===== config.mk =====
export PLATFORM = sky130hd
export DESIGN_NAME = mouse_frame_deframer_queue
export DESIGN_NICKNAME = d
export VERILOG_FILES = /design/src/mfdq_pkg.sv /design/src/mouse_frame_deframer_queue.sv /design/src/mfdq_out_fifo.sv
export SDC_FILE = /design/constraint.sdc
export NUM_CORES = 1
export LEC_CHECK = 0
export BUFFER_PORTS_ARGS = -buffer_cell sky130_fd_sc_hd__buf_2
export CORE_ASPECT_RATIO = 0.6
export CORE_MARGIN = 2
export CORE_UTILIZATION = 43
export CTS_CLUSTER_DIAMETER = 40
export CTS_CLUSTER_SIZE = 24
export DETAILED_ROUTE_END_ITERATION = 7
export GPL_TIMING_DRIVEN = 0
export PLACE_DENSITY = 0.6
export SLEW_MARGIN = 20
export SYNTH_ARGS = -nofsm -noshare
export SYNTH_HDL_FRONTEND = slang
export SYNTH_SLANG_ARGS = --single-unit

===== constraint.sdc =====
create_clock -name clk -period 10.5 [get_ports clk]
set_clock_uncertainty 0.05 [all_clocks]
set_input_delay 1.575 -clock clk [delete_from_list [all_inputs] [get_ports clk]]
set_output_delay 1.575 -clock clk [all_outputs]
set_load 0.01 [all_outputs]

===== src/mfdq_pkg.sv =====
`timescale 1ns / 1ps

package mfdq_pkg;

  // motion queue
  localparam int QUEUE_DEPTH = 8;
  localparam int QPTR_W      = (QUEUE_DEPTH > 1) ? $clog2(QUEUE_DEPTH) : 1;
  localparam int QCNT_W      = $clog2(QUEUE_DEPTH + 1);

  // serial frame format
  localparam int         FRAME_LEN    = 10;
  localparam int         FPOS_W       = $clog2(FRAME_LEN);
  localparam int         PAYLOAD_LEN  = 7;   // bytes 2..8 of a frame
  localparam int         PIDX_W       = $clog2(PAYLOAD_LEN);
  localparam logic [7:0] START_BYTE   = 8'hAA;
  localparam logic [7:0] FRAME_OPCODE = 8'h01;

  // short move packet
  localparam logic [7:0] PKT_REPORT   = 8'h10;
  localparam logic [7:0] PKT_FEATURE  = 8'hFE;
  localparam logic [6:0] MOVE_MIN_LEN = 7'd7;

  typedef enum logic [1:0] {
    OP_BYTE     = 2'd0,
    OP_LINE_ERR = 2'd1,
    OP_PACKET   = 2'd2,
    OP_SERVICE  = 2'd3
  } op_t;

  localparam logic [1:0] SEND_OK   = 2'd0;
  localparam logic [1:0] SEND_BUSY = 2'd1;

  localparam logic [7:0] ST_FRAME_OK  = 8'h01;
  localparam logic [7:0] ST_QUEUED    = 8'h02;
  localparam logic [7:0] ST_DROPPED   = 8'h04;
  localparam logic [7:0] ST_SENT      = 8'h08;
  localparam logic [7:0] ST_BUSY      = 8'h10;
  localparam logic [7:0] ST_FAIL      = 8'h20;
  localparam logic [7:0] ST_CHECK_ERR = 8'h40;
  localparam logic [7:0] ST_OVERRUN   = 8'h80;

  localparam logic KIND_REPORT = 1'b0;
  localparam logic KIND_STATUS = 1'b1;

  // result buffer; depth must be a power of two
  localparam int MAX_RESULTS = 3;
  localparam int NRES_W      = 2;
  localparam int OUT_DEPTH   = 4;
  localparam int OUT_PTR_W   = $clog2(OUT_DEPTH);
  localparam int OUT_CNT_W   = $clog2(OUT_DEPTH + 1);

  typedef struct packed {
    logic signed [15:0] dx;
    logic signed [15:0] dy;
    logic [7:0]         buttons;
    logic signed [7:0]  wheel;
    logic signed [7:0]  pan;
    logic [7:0]         status;
  } entry_t;

  typedef struct packed {
    logic               kind;
    logic signed [15:0] dx;
    logic signed [15:0] dy;
    logic [7:0]         buttons;
    logic signed [7:0]  wheel;
    logic signed [7:0]  pan;
    logic [7:0]         status;
    logic               last;
  } result_t;

  typedef struct packed {
    logic [NRES_W-1:0]              n;
    result_t [MAX_RESULTS-1:0]      beats;
  } push_t;

endpackage


===== src/mouse_frame_deframer_queue.sv =====
`timescale 1ns / 1ps
// Results of an accepted item are written into the result buffer in the next cycle.
// Throughput: one item per cycle; the 4-deep result buffer takes an item while it
//   holds at most one undelivered result, and drains one result beat per cycle while result_ready is high.
// Reset (synchronous): deframer hunts for a start byte, motion queue and result
//   buffer are empty, pending error status is clear. No clearing pass.

module mouse_frame_deframer_queue (
  input  logic               clk,
  input  logic               rst,
  input  logic               item_valid,
  output logic               item_ready,
  input  logic [1:0]         operation,
  input  logic [7:0]         rx_byte,
  input  logic [6:0]         packet_length,
  input  logic [7:0]         report_byte,
  input  logic [7:0]         feature_byte,
  input  logic signed [15:0] move_dx,
  input  logic signed [15:0] move_dy,
  input  logic               endpoint_ready,
  input  logic [1:0]         send_code,
  output logic               result_valid,
  input  logic               result_ready,
  output logic               result_kind,
  output logic signed [15:0] report_dx,
  output logic signed [15:0] report_dy,
  output logic [7:0]         report_buttons,
  output logic signed [7:0]  report_wheel,
  output logic signed [7:0]  report_pan,
  output logic [7:0]         status_byte,
  output logic               last_of_run
);

  // deframer state
  logic                         in_frame;
  logic [mfdq_pkg::FPOS_W-1:0]  byte_position;
  logic [7:0]                   xor_acc;
  logic                         opcode_ok;
  logic [7:0]                   frame_bytes [mfdq_pkg::PAYLOAD_LEN];

  // motion queue
  mfdq_pkg::entry_t             queue_entries [mfdq_pkg::QUEUE_DEPTH];
  logic [mfdq_pkg::QPTR_W-1:0]  queue_head;
  logic [mfdq_pkg::QPTR_W-1:0]  queue_tail;
  logic [mfdq_pkg::QCNT_W-1:0]  queue_count;
  logic [7:0]                   pending_error;
  logic [7:0]                   pending_error_next;
  logic                         status_already_sent;

  logic                         accept;
  mfdq_pkg::op_t                op;
  logic                         space_ok;
  logic                         queue_full;
  logic                         frame_end;
  logic                         frame_good;
  logic                         push_frame;
  logic                         push_pkt;
  logic                         push;
  logic                         pop;
  logic                         have_rep;
  logic                         send_status;
  logic                         flush_err;
  logic [mfdq_pkg::FPOS_W-1:0]  pidx_wide;
  logic [mfdq_pkg::PIDX_W-1:0]  pidx;
  logic [7:0]                   send_bit;
  mfdq_pkg::entry_t             head_entry;
  mfdq_pkg::entry_t             new_entry;
  mfdq_pkg::result_t            rep_res;
  mfdq_pkg::result_t            stat_res;
  mfdq_pkg::result_t            err_res;
  mfdq_pkg::push_t              push_bus;
  mfdq_pkg::result_t            out_res;

  assign accept     = item_valid && item_ready;
  assign item_ready = space_ok;
  assign op         = mfdq_pkg::op_t'(operation);
  assign queue_full = queue_count >= mfdq_pkg::QCNT_W'(mfdq_pkg::QUEUE_DEPTH);
  assign head_entry = queue_entries[queue_head];

  // frame payload index: position 2 maps to slot 0
  assign pidx_wide = byte_position - mfdq_pkg::FPOS_W'(2);
  assign pidx      = pidx_wide[mfdq_pkg::PIDX_W-1:0];

  assign frame_end  = accept && (op == mfdq_pkg::OP_BYTE) && in_frame &&
                      (byte_position == mfdq_pkg::FPOS_W'(mfdq_pkg::FRAME_LEN - 1));
  assign frame_good = (xor_acc == rx_byte) && opcode_ok;
  assign push_frame = frame_end && frame_good && !queue_full;
  assign push_pkt   = accept && (op == mfdq_pkg::OP_PACKET) &&
                      (packet_length >= mfdq_pkg::MOVE_MIN_LEN) &&
                      (report_byte == mfdq_pkg::PKT_REPORT) &&
                      (feature_byte == mfdq_pkg::PKT_FEATURE) && !queue_full;
  assign push       = push_frame || push_pkt;

  assign have_rep    = accept && (op == mfdq_pkg::OP_SERVICE) && endpoint_ready &&
                       (queue_count != '0);
  assign send_status = have_rep && !status_already_sent;
  assign flush_err   = accept && (op == mfdq_pkg::OP_SERVICE) && (pending_error != '0);
  assign pop         = have_rep && (send_code == mfdq_pkg::SEND_OK);

  always_comb begin
    if (push_frame) begin
      new_entry.dx      = {frame_bytes[1], frame_bytes[0]};
      new_entry.dy      = {frame_bytes[3], frame_bytes[2]};
      new_entry.buttons = frame_bytes[4];
      new_entry.wheel   = frame_bytes[5];
      new_entry.pan     = frame_bytes[6];
      new_entry.status  = mfdq_pkg::ST_FRAME_OK | mfdq_pkg::ST_QUEUED;
    end else begin
      new_entry.dx      = move_dx;
      new_entry.dy      = move_dy;
      new_entry.buttons = '0;
      new_entry.wheel   = '0;
      new_entry.pan     = '0;
      new_entry.status  = mfdq_pkg::ST_QUEUED;
    end
  end

  always_comb begin
    pending_error_next = pending_error;
    if (accept) begin
      case (op)
        mfdq_pkg::OP_BYTE: begin
          if (frame_end && !frame_good) begin
            pending_error_next = mfdq_pkg::ST_CHECK_ERR;
          end else if (frame_end && queue_full) begin
            pending_error_next = mfdq_pkg::ST_FRAME_OK | mfdq_pkg::ST_DROPPED;
          end
        end
        mfdq_pkg::OP_LINE_ERR: pending_error_next = pending_error | mfdq_pkg::ST_OVERRUN;
        mfdq_pkg::OP_PACKET:   pending_error_next = pending_error;
        mfdq_pkg::OP_SERVICE:  pending_error_next = '0;
        default:               pending_error_next = pending_error;
      endcase
    end
  end

  // result beats of a service pass: report, status once per entry, pending error
  always_comb begin
    case (send_code)
      mfdq_pkg::SEND_OK:   send_bit = mfdq_pkg::ST_SENT;
      mfdq_pkg::SEND_BUSY: send_bit = mfdq_pkg::ST_BUSY;
      default:             send_bit = mfdq_pkg::ST_FAIL;
    endcase

    rep_res         = '0;
    rep_res.kind    = mfdq_pkg::KIND_REPORT;
    rep_res.dx      = head_entry.dx;
    rep_res.dy      = head_entry.dy;
    rep_res.buttons = head_entry.buttons;
    rep_res.wheel   = head_entry.wheel;
    rep_res.pan     = head_entry.pan;

    stat_res        = '0;
    stat_res.kind   = mfdq_pkg::KIND_STATUS;
    stat_res.status = head_entry.status | send_bit;

    err_res         = '0;
    err_res.kind    = mfdq_pkg::KIND_STATUS;
    err_res.status  = pending_error;

    push_bus          = '0;
    push_bus.n        = mfdq_pkg::NRES_W'(have_rep) + mfdq_pkg::NRES_W'(send_status) +
                        mfdq_pkg::NRES_W'(flush_err);
    push_bus.beats[0] = have_rep ? rep_res : err_res;
    push_bus.beats[1] = send_status ? stat_res : err_res;
    push_bus.beats[2] = err_res;
    for (int k = 0; k < mfdq_pkg::MAX_RESULTS; k++) begin
      push_bus.beats[k].last = (mfdq_pkg::NRES_W'(k + 1) == push_bus.n);
    end
  end

  always_ff @(posedge clk) begin
    if (accept && (op == mfdq_pkg::OP_BYTE) && in_frame &&
        (byte_position >= mfdq_pkg::FPOS_W'(2)) &&
        (byte_position < mfdq_pkg::FPOS_W'(mfdq_pkg::FRAME_LEN - 1))) begin
      frame_bytes[pidx] <= rx_byte;
    end
    if (push) begin
      queue_entries[queue_tail] <= new_entry;
    end
    if (accept && (op == mfdq_pkg::OP_BYTE)) begin
      if (!in_frame) begin
        xor_acc <= rx_byte;
      end else begin
        xor_acc <= xor_acc ^ rx_byte;
      end
      if (in_frame && (byte_position == mfdq_pkg::FPOS_W'(1))) begin
        opcode_ok <= (rx_byte == mfdq_pkg::FRAME_OPCODE);
      end
    end
  end

  always_ff @(posedge clk) begin
    if (rst) begin
      in_frame            <= 1'b0;
      byte_position       <= '0;
      queue_head          <= '0;
      queue_tail          <= '0;
      queue_count         <= '0;
      pending_error       <= '0;
      status_already_sent <= 1'b0;
    end else begin
      pending_error <= pending_error_next;
      if (accept && (op == mfdq_pkg::OP_BYTE)) begin
        if (!in_frame) begin
          if (rx_byte == mfdq_pkg::START_BYTE) begin
            in_frame      <= 1'b1;
            byte_position <= mfdq_pkg::FPOS_W'(1);
          end
        end else if (frame_end) begin
          in_frame      <= 1'b0;
          byte_position <= '0;
        end else begin
          byte_position <= byte_position + 1'b1;
        end
      end
      if (push) begin
        queue_tail  <= (queue_tail == mfdq_pkg::QPTR_W'(mfdq_pkg::QUEUE_DEPTH - 1)) ?
                       '0 : queue_tail + 1'b1;
        queue_count <= queue_count + 1'b1;
      end
      if (pop) begin
        queue_head  <= (queue_head == mfdq_pkg::QPTR_W'(mfdq_pkg::QUEUE_DEPTH - 1)) ?
                       '0 : queue_head + 1'b1;
        queue_count <= queue_count - 1'b1;
      end
      if (pop) begin
        status_already_sent <= 1'b0;
      end else if (send_status) begin
        status_already_sent <= 1'b1;
      end
    end
  end

  mfdq_out_fifo u_out_fifo (
    .clk        (clk),
    .rst        (rst),
    .push       (push_bus),
    .space_ok   (space_ok),
    .head       (out_res),
    .head_valid (result_valid),
    .head_ready (result_ready)
  );

  assign result_kind    = out_res.kind;
  assign report_dx      = out_res.dx;
  assign report_dy      = out_res.dy;
  assign report_buttons = out_res.buttons;
  assign report_wheel   = out_res.wheel;
  assign report_pan     = out_res.pan;
  assign status_byte    = out_res.status;
  assign last_of_run    = out_res.last;

endmodule


===== src/mfdq_out_fifo.sv =====
`timescale 1ns / 1ps

module mfdq_out_fifo (
  input  logic              clk,
  input  logic              rst,
  input  mfdq_pkg::push_t   push,
  output logic              space_ok,
  output mfdq_pkg::result_t head,
  output logic              head_valid,
  input  logic              head_ready
);

  mfdq_pkg::result_t mem [mfdq_pkg::OUT_DEPTH];

  logic [mfdq_pkg::OUT_PTR_W-1:0] rd_ptr;
  logic [mfdq_pkg::OUT_PTR_W-1:0] wr_ptr;
  logic [mfdq_pkg::OUT_CNT_W-1:0] count;
  logic [mfdq_pkg::OUT_CNT_W-1:0] count_next;
  logic [mfdq_pkg::OUT_PTR_W-1:0] wr_idx [mfdq_pkg::MAX_RESULTS];
  logic                           pop;

  assign head_valid = (count != '0);
  assign head       = mem[rd_ptr];
  assign pop        = head_valid && head_ready;
  // room for the worst-case burst of one item
  assign space_ok   = count <= mfdq_pkg::OUT_CNT_W'(mfdq_pkg::OUT_DEPTH - mfdq_pkg::MAX_RESULTS);

  always_comb begin
    for (int k = 0; k < mfdq_pkg::MAX_RESULTS; k++) begin
      wr_idx[k] = wr_ptr + mfdq_pkg::OUT_PTR_W'(k);
    end
    count_next = count + mfdq_pkg::OUT_CNT_W'(push.n) - mfdq_pkg::OUT_CNT_W'(pop);
  end

  always_ff @(posedge clk) begin
    for (int k = 0; k < mfdq_pkg::MAX_RESULTS; k++) begin
      if (mfdq_pkg::NRES_W'(k) < push.n) begin
        mem[wr_idx[k]] <= push.beats[k];
      end
    end
  end

  always_ff @(posedge clk) begin
    if (rst) begin
      rd_ptr <= '0;
      wr_ptr <= '0;
      count  <= '0;
    end else begin
      wr_ptr <= wr_ptr + mfdq_pkg::OUT_PTR_W'(push.n);
      if (pop) begin
        rd_ptr <= rd_ptr + 1'b1;
      end
      count <= count_next;
    end
  end

endmodule


==> run metrics <==
status=finished clean; GRT Resource Usage Total=0.221; Crit Path Category=in2reg; MaxCap Viol Count=0; vias in the first global route=18600; CP endpoint kind=register; setup ws final=3.73 ns; clock buffer depth=3; commonest non-fill, non-tap cell in the layout=edfxtp_1; Worst R2R Setup Slack=~4.5 ns; CTS tree=done; leak pwr=12.5 nW; maximum clock frequency=148 MHz; Post-CTS Repair Setup Buffers=0; pwr/cell area=between 150 and 200 nW/um2; Hold WS=0.423 ns; register area share after synthesis=0.692; die area=approximately 76000 um2; Mapped Cells=1901; Vert. Die Dim=between 200 and 250 um; slew of the pin with the lowest slew margin=approximately 1.1 ns; via/cell ratio=5.78; std cell rows=77; GRT met1 Usage=0.338; shortest period the worst path allows=between 6 and 7 ns; # DRC=0; Synth cell types=58; hold-fix buffers at CTS=0; H-tree level count=3; RD Place Congestion=about 0.90; RSZ-0062 raised after global routing=no; hpwl dp=58000 um; Die X=354 um; total power=about 6.8 mW; Post-Route WL=83900 um; CP Data Required Time=10.74 ns; CORE AREA=73200 um2; setup violators final=0; Final Net Count=~2300; first-pass GRT wire length=124000 um; worst hold stages=1; met3 Use GR=0.0780; Max VDD drop=112 uV; final hold vios=0; DR WL/cell=26.0 um; worst setup slack after placement=3.22 ns; Reg clk slew, reported paths=about 0.060 ns; commonest cells after routing, fill and taps aside=edfxtp_1 (557), dfxtp_1 (259), a22o_1 (224); synthesized area per cell=16.7 um2; Post-Syn Nets=between 1500 and 2000; fin crit share=0.645; largest net degree at the start of global routing=23; layout cells sized above 1=0.248; gr ovfl total=0; DR vias=18700; #FFs+latches synth=between 800 and 900; Async SR Flop Fraction=0; remaining antenna violation count=0; Yosys Warn Count=0; Slew HR=0.294; M2 GR Usage=0.297; CTS Buf Count=76; Post-Syn Area=31700 um2; Clock Sink Count=816; Fill cells=5963; Post-synth EDFFs=around 560; Skew-Pair Late Insertion Delay=0.64 ns; busiest layer in global routing=met1; path depth of the worst reg2reg path=15; Initial Util=0.433; worst-path fanout max=10; CTS Root Cell=clkbuf_16; starting DRC count in detailed routing=about 2400; post_cts resized=0; DRT Pass-1 Iters=6; Setup crit start kind=primary input; critical path arrival=7.01 ns; Hold WC Path Type=reg2reg; area grow syn2layout=17.4%; initial antenna violation count=4; # IOs=140; ys flop type=edfxtp_1; Final Max Tran Viols=0; number of port buffers=around 140
## cell families after synthesis
logic type	synth area share
XOR/XNOR	0.00664
flip-flops	0.692
AND/OR/NAND/NOR	0.0510
AO/OA/AOI/OAI	0.0773
buffers and inverters	0.0194
multiplexers	0.146
adder cells (fa/ha/maj)	0.00743
## Yosys cell counts, types with 9 or more instances
| cell type | number | area, um2 |
|---|---|---|
| ha_1 | 14 | 175 |
| xnor2_1 | 21 | 184 |
| o21ai_0 | 14 | 70.1 |
| a22o_1 | 224 | 1960 |
| clkbuf_1 | 99 | 372 |
| dfxtp_1 | 259 | 5180 |
| nor3_1 | 17 | 85.1 |
| mux4_2 | 180 | 4050 |
| edfxtp_1 | 557 | 16700 |
| and2_1 | 30 | 188 |
| nor2_1 | 96 | 360 |
| nand3_1 | 12 | 60.1 |
| mux2i_1 | 57 | 571 |
| buf_2 | 9 | 45.0 |
| a21oi_1 | 23 | 115 |
| inv_1 | 25 | 93.8 |
| nand2_1 | 138 | 518 |
| buf_1 | 18 | 67.6 |
## worst max-delay path, cell delays in order
cell and delay [ns]:
buf_2 0.16, nor4bb_1 0.74, and3_1 0.26, clkbuf_1 0.31, inv_1 0.21, clkbuf_1 0.38, clkbuf_1 0.41, fa_1 0.58
clkbuf_1 0.33, nor2b_1 0.19, nand2_1 0.12, nand2_1 0.06, o21ai_0 0.16, clkbuf_1 0.58, clkbuf_1 0.53, inv_1 0.40
## path summary, 6_finish.rpt
check	startpoint	end
hold / removal	u_out_fifo.mem[3][54]$_SDFFE_PP0P_	u_out_fifo.mem[3][54]$_SDFFE_PP0P_
hold reg to reg	u_out_fifo.mem[3][54]$_SDFFE_PP0P_	u_out_fifo.mem[3][54]$_SDFFE_PP0P_
setup / recovery	operation[0]	u_out_fifo.mem[1][3]$_DFFE_PP_
setup reg to reg	u_out_fifo.count[2]$_SDFF_PP0_	u_out_fifo.mem[1][3]$_DFFE_PP_
## per-stage QoR
stage / std cells / setup TNS [ns] / instance area [um2] / utilization
after global routing: 3230 / 0 / 37200 / 0.508
after CTS: 3230 / 0 / 37200 / 0.508
after detailed placement: 3088 / 0 / 34300 / 0.469
after floorplan: 1901 / 0 / 31700 / -
final: 3232 / 0 / 37200 / 0.508
after global placement: 3026 / -942.67 / 33600 / 0.459
## sequential cells by signal, indices dropped and copies added (netlist names), named ones only
signal	flops
queue_head	3
byte_position	4
in_frame	1
u_out_fifo.count	3
u_out_fifo.wr_ptr	2
pending_error	3
queue_count	4
frame_bytes	56
status_already_sent	1
xor_acc	8
queue_tail	3
u_out_fifo.mem	264
queue_entries	456
u_out_fifo.rd_ptr	2
opcode_ok	1
## routing by layer
metal | share of wire | vias up
met3 | 0.11 | 134
met5 | 0 | -
li1 | - | 8090
met1 | 0.45 | 9554
met4 | 0.023 | 0
met2 | 0.41 | 902
## area by class of cell
cell class              instances  area, um2  area share
flip-flops and latches        816      21900       0.589
multi-input cells             929       9230       0.248
clock buffers                  88       2080      0.0560
repair buffers                200       1340      0.0360
well taps                     987       1230      0.0332
clock inverters                54        759      0.0204
plain buffers                 129        513      0.0138
inverters                      27        101     0.00273
diodes                          2       5.00    0.000135
## power by group
group | switching, mW | internal, mW | total (mW)
Combinational | 0.183 | 0.116 | 0.299
Clock | 1.37 | 1.68 | 3.05
Sequential | 0.0125 | 3.42 | 3.44
Total | 1.57 | 5.22 | 6.79
(Power assumes the default switching activity.)
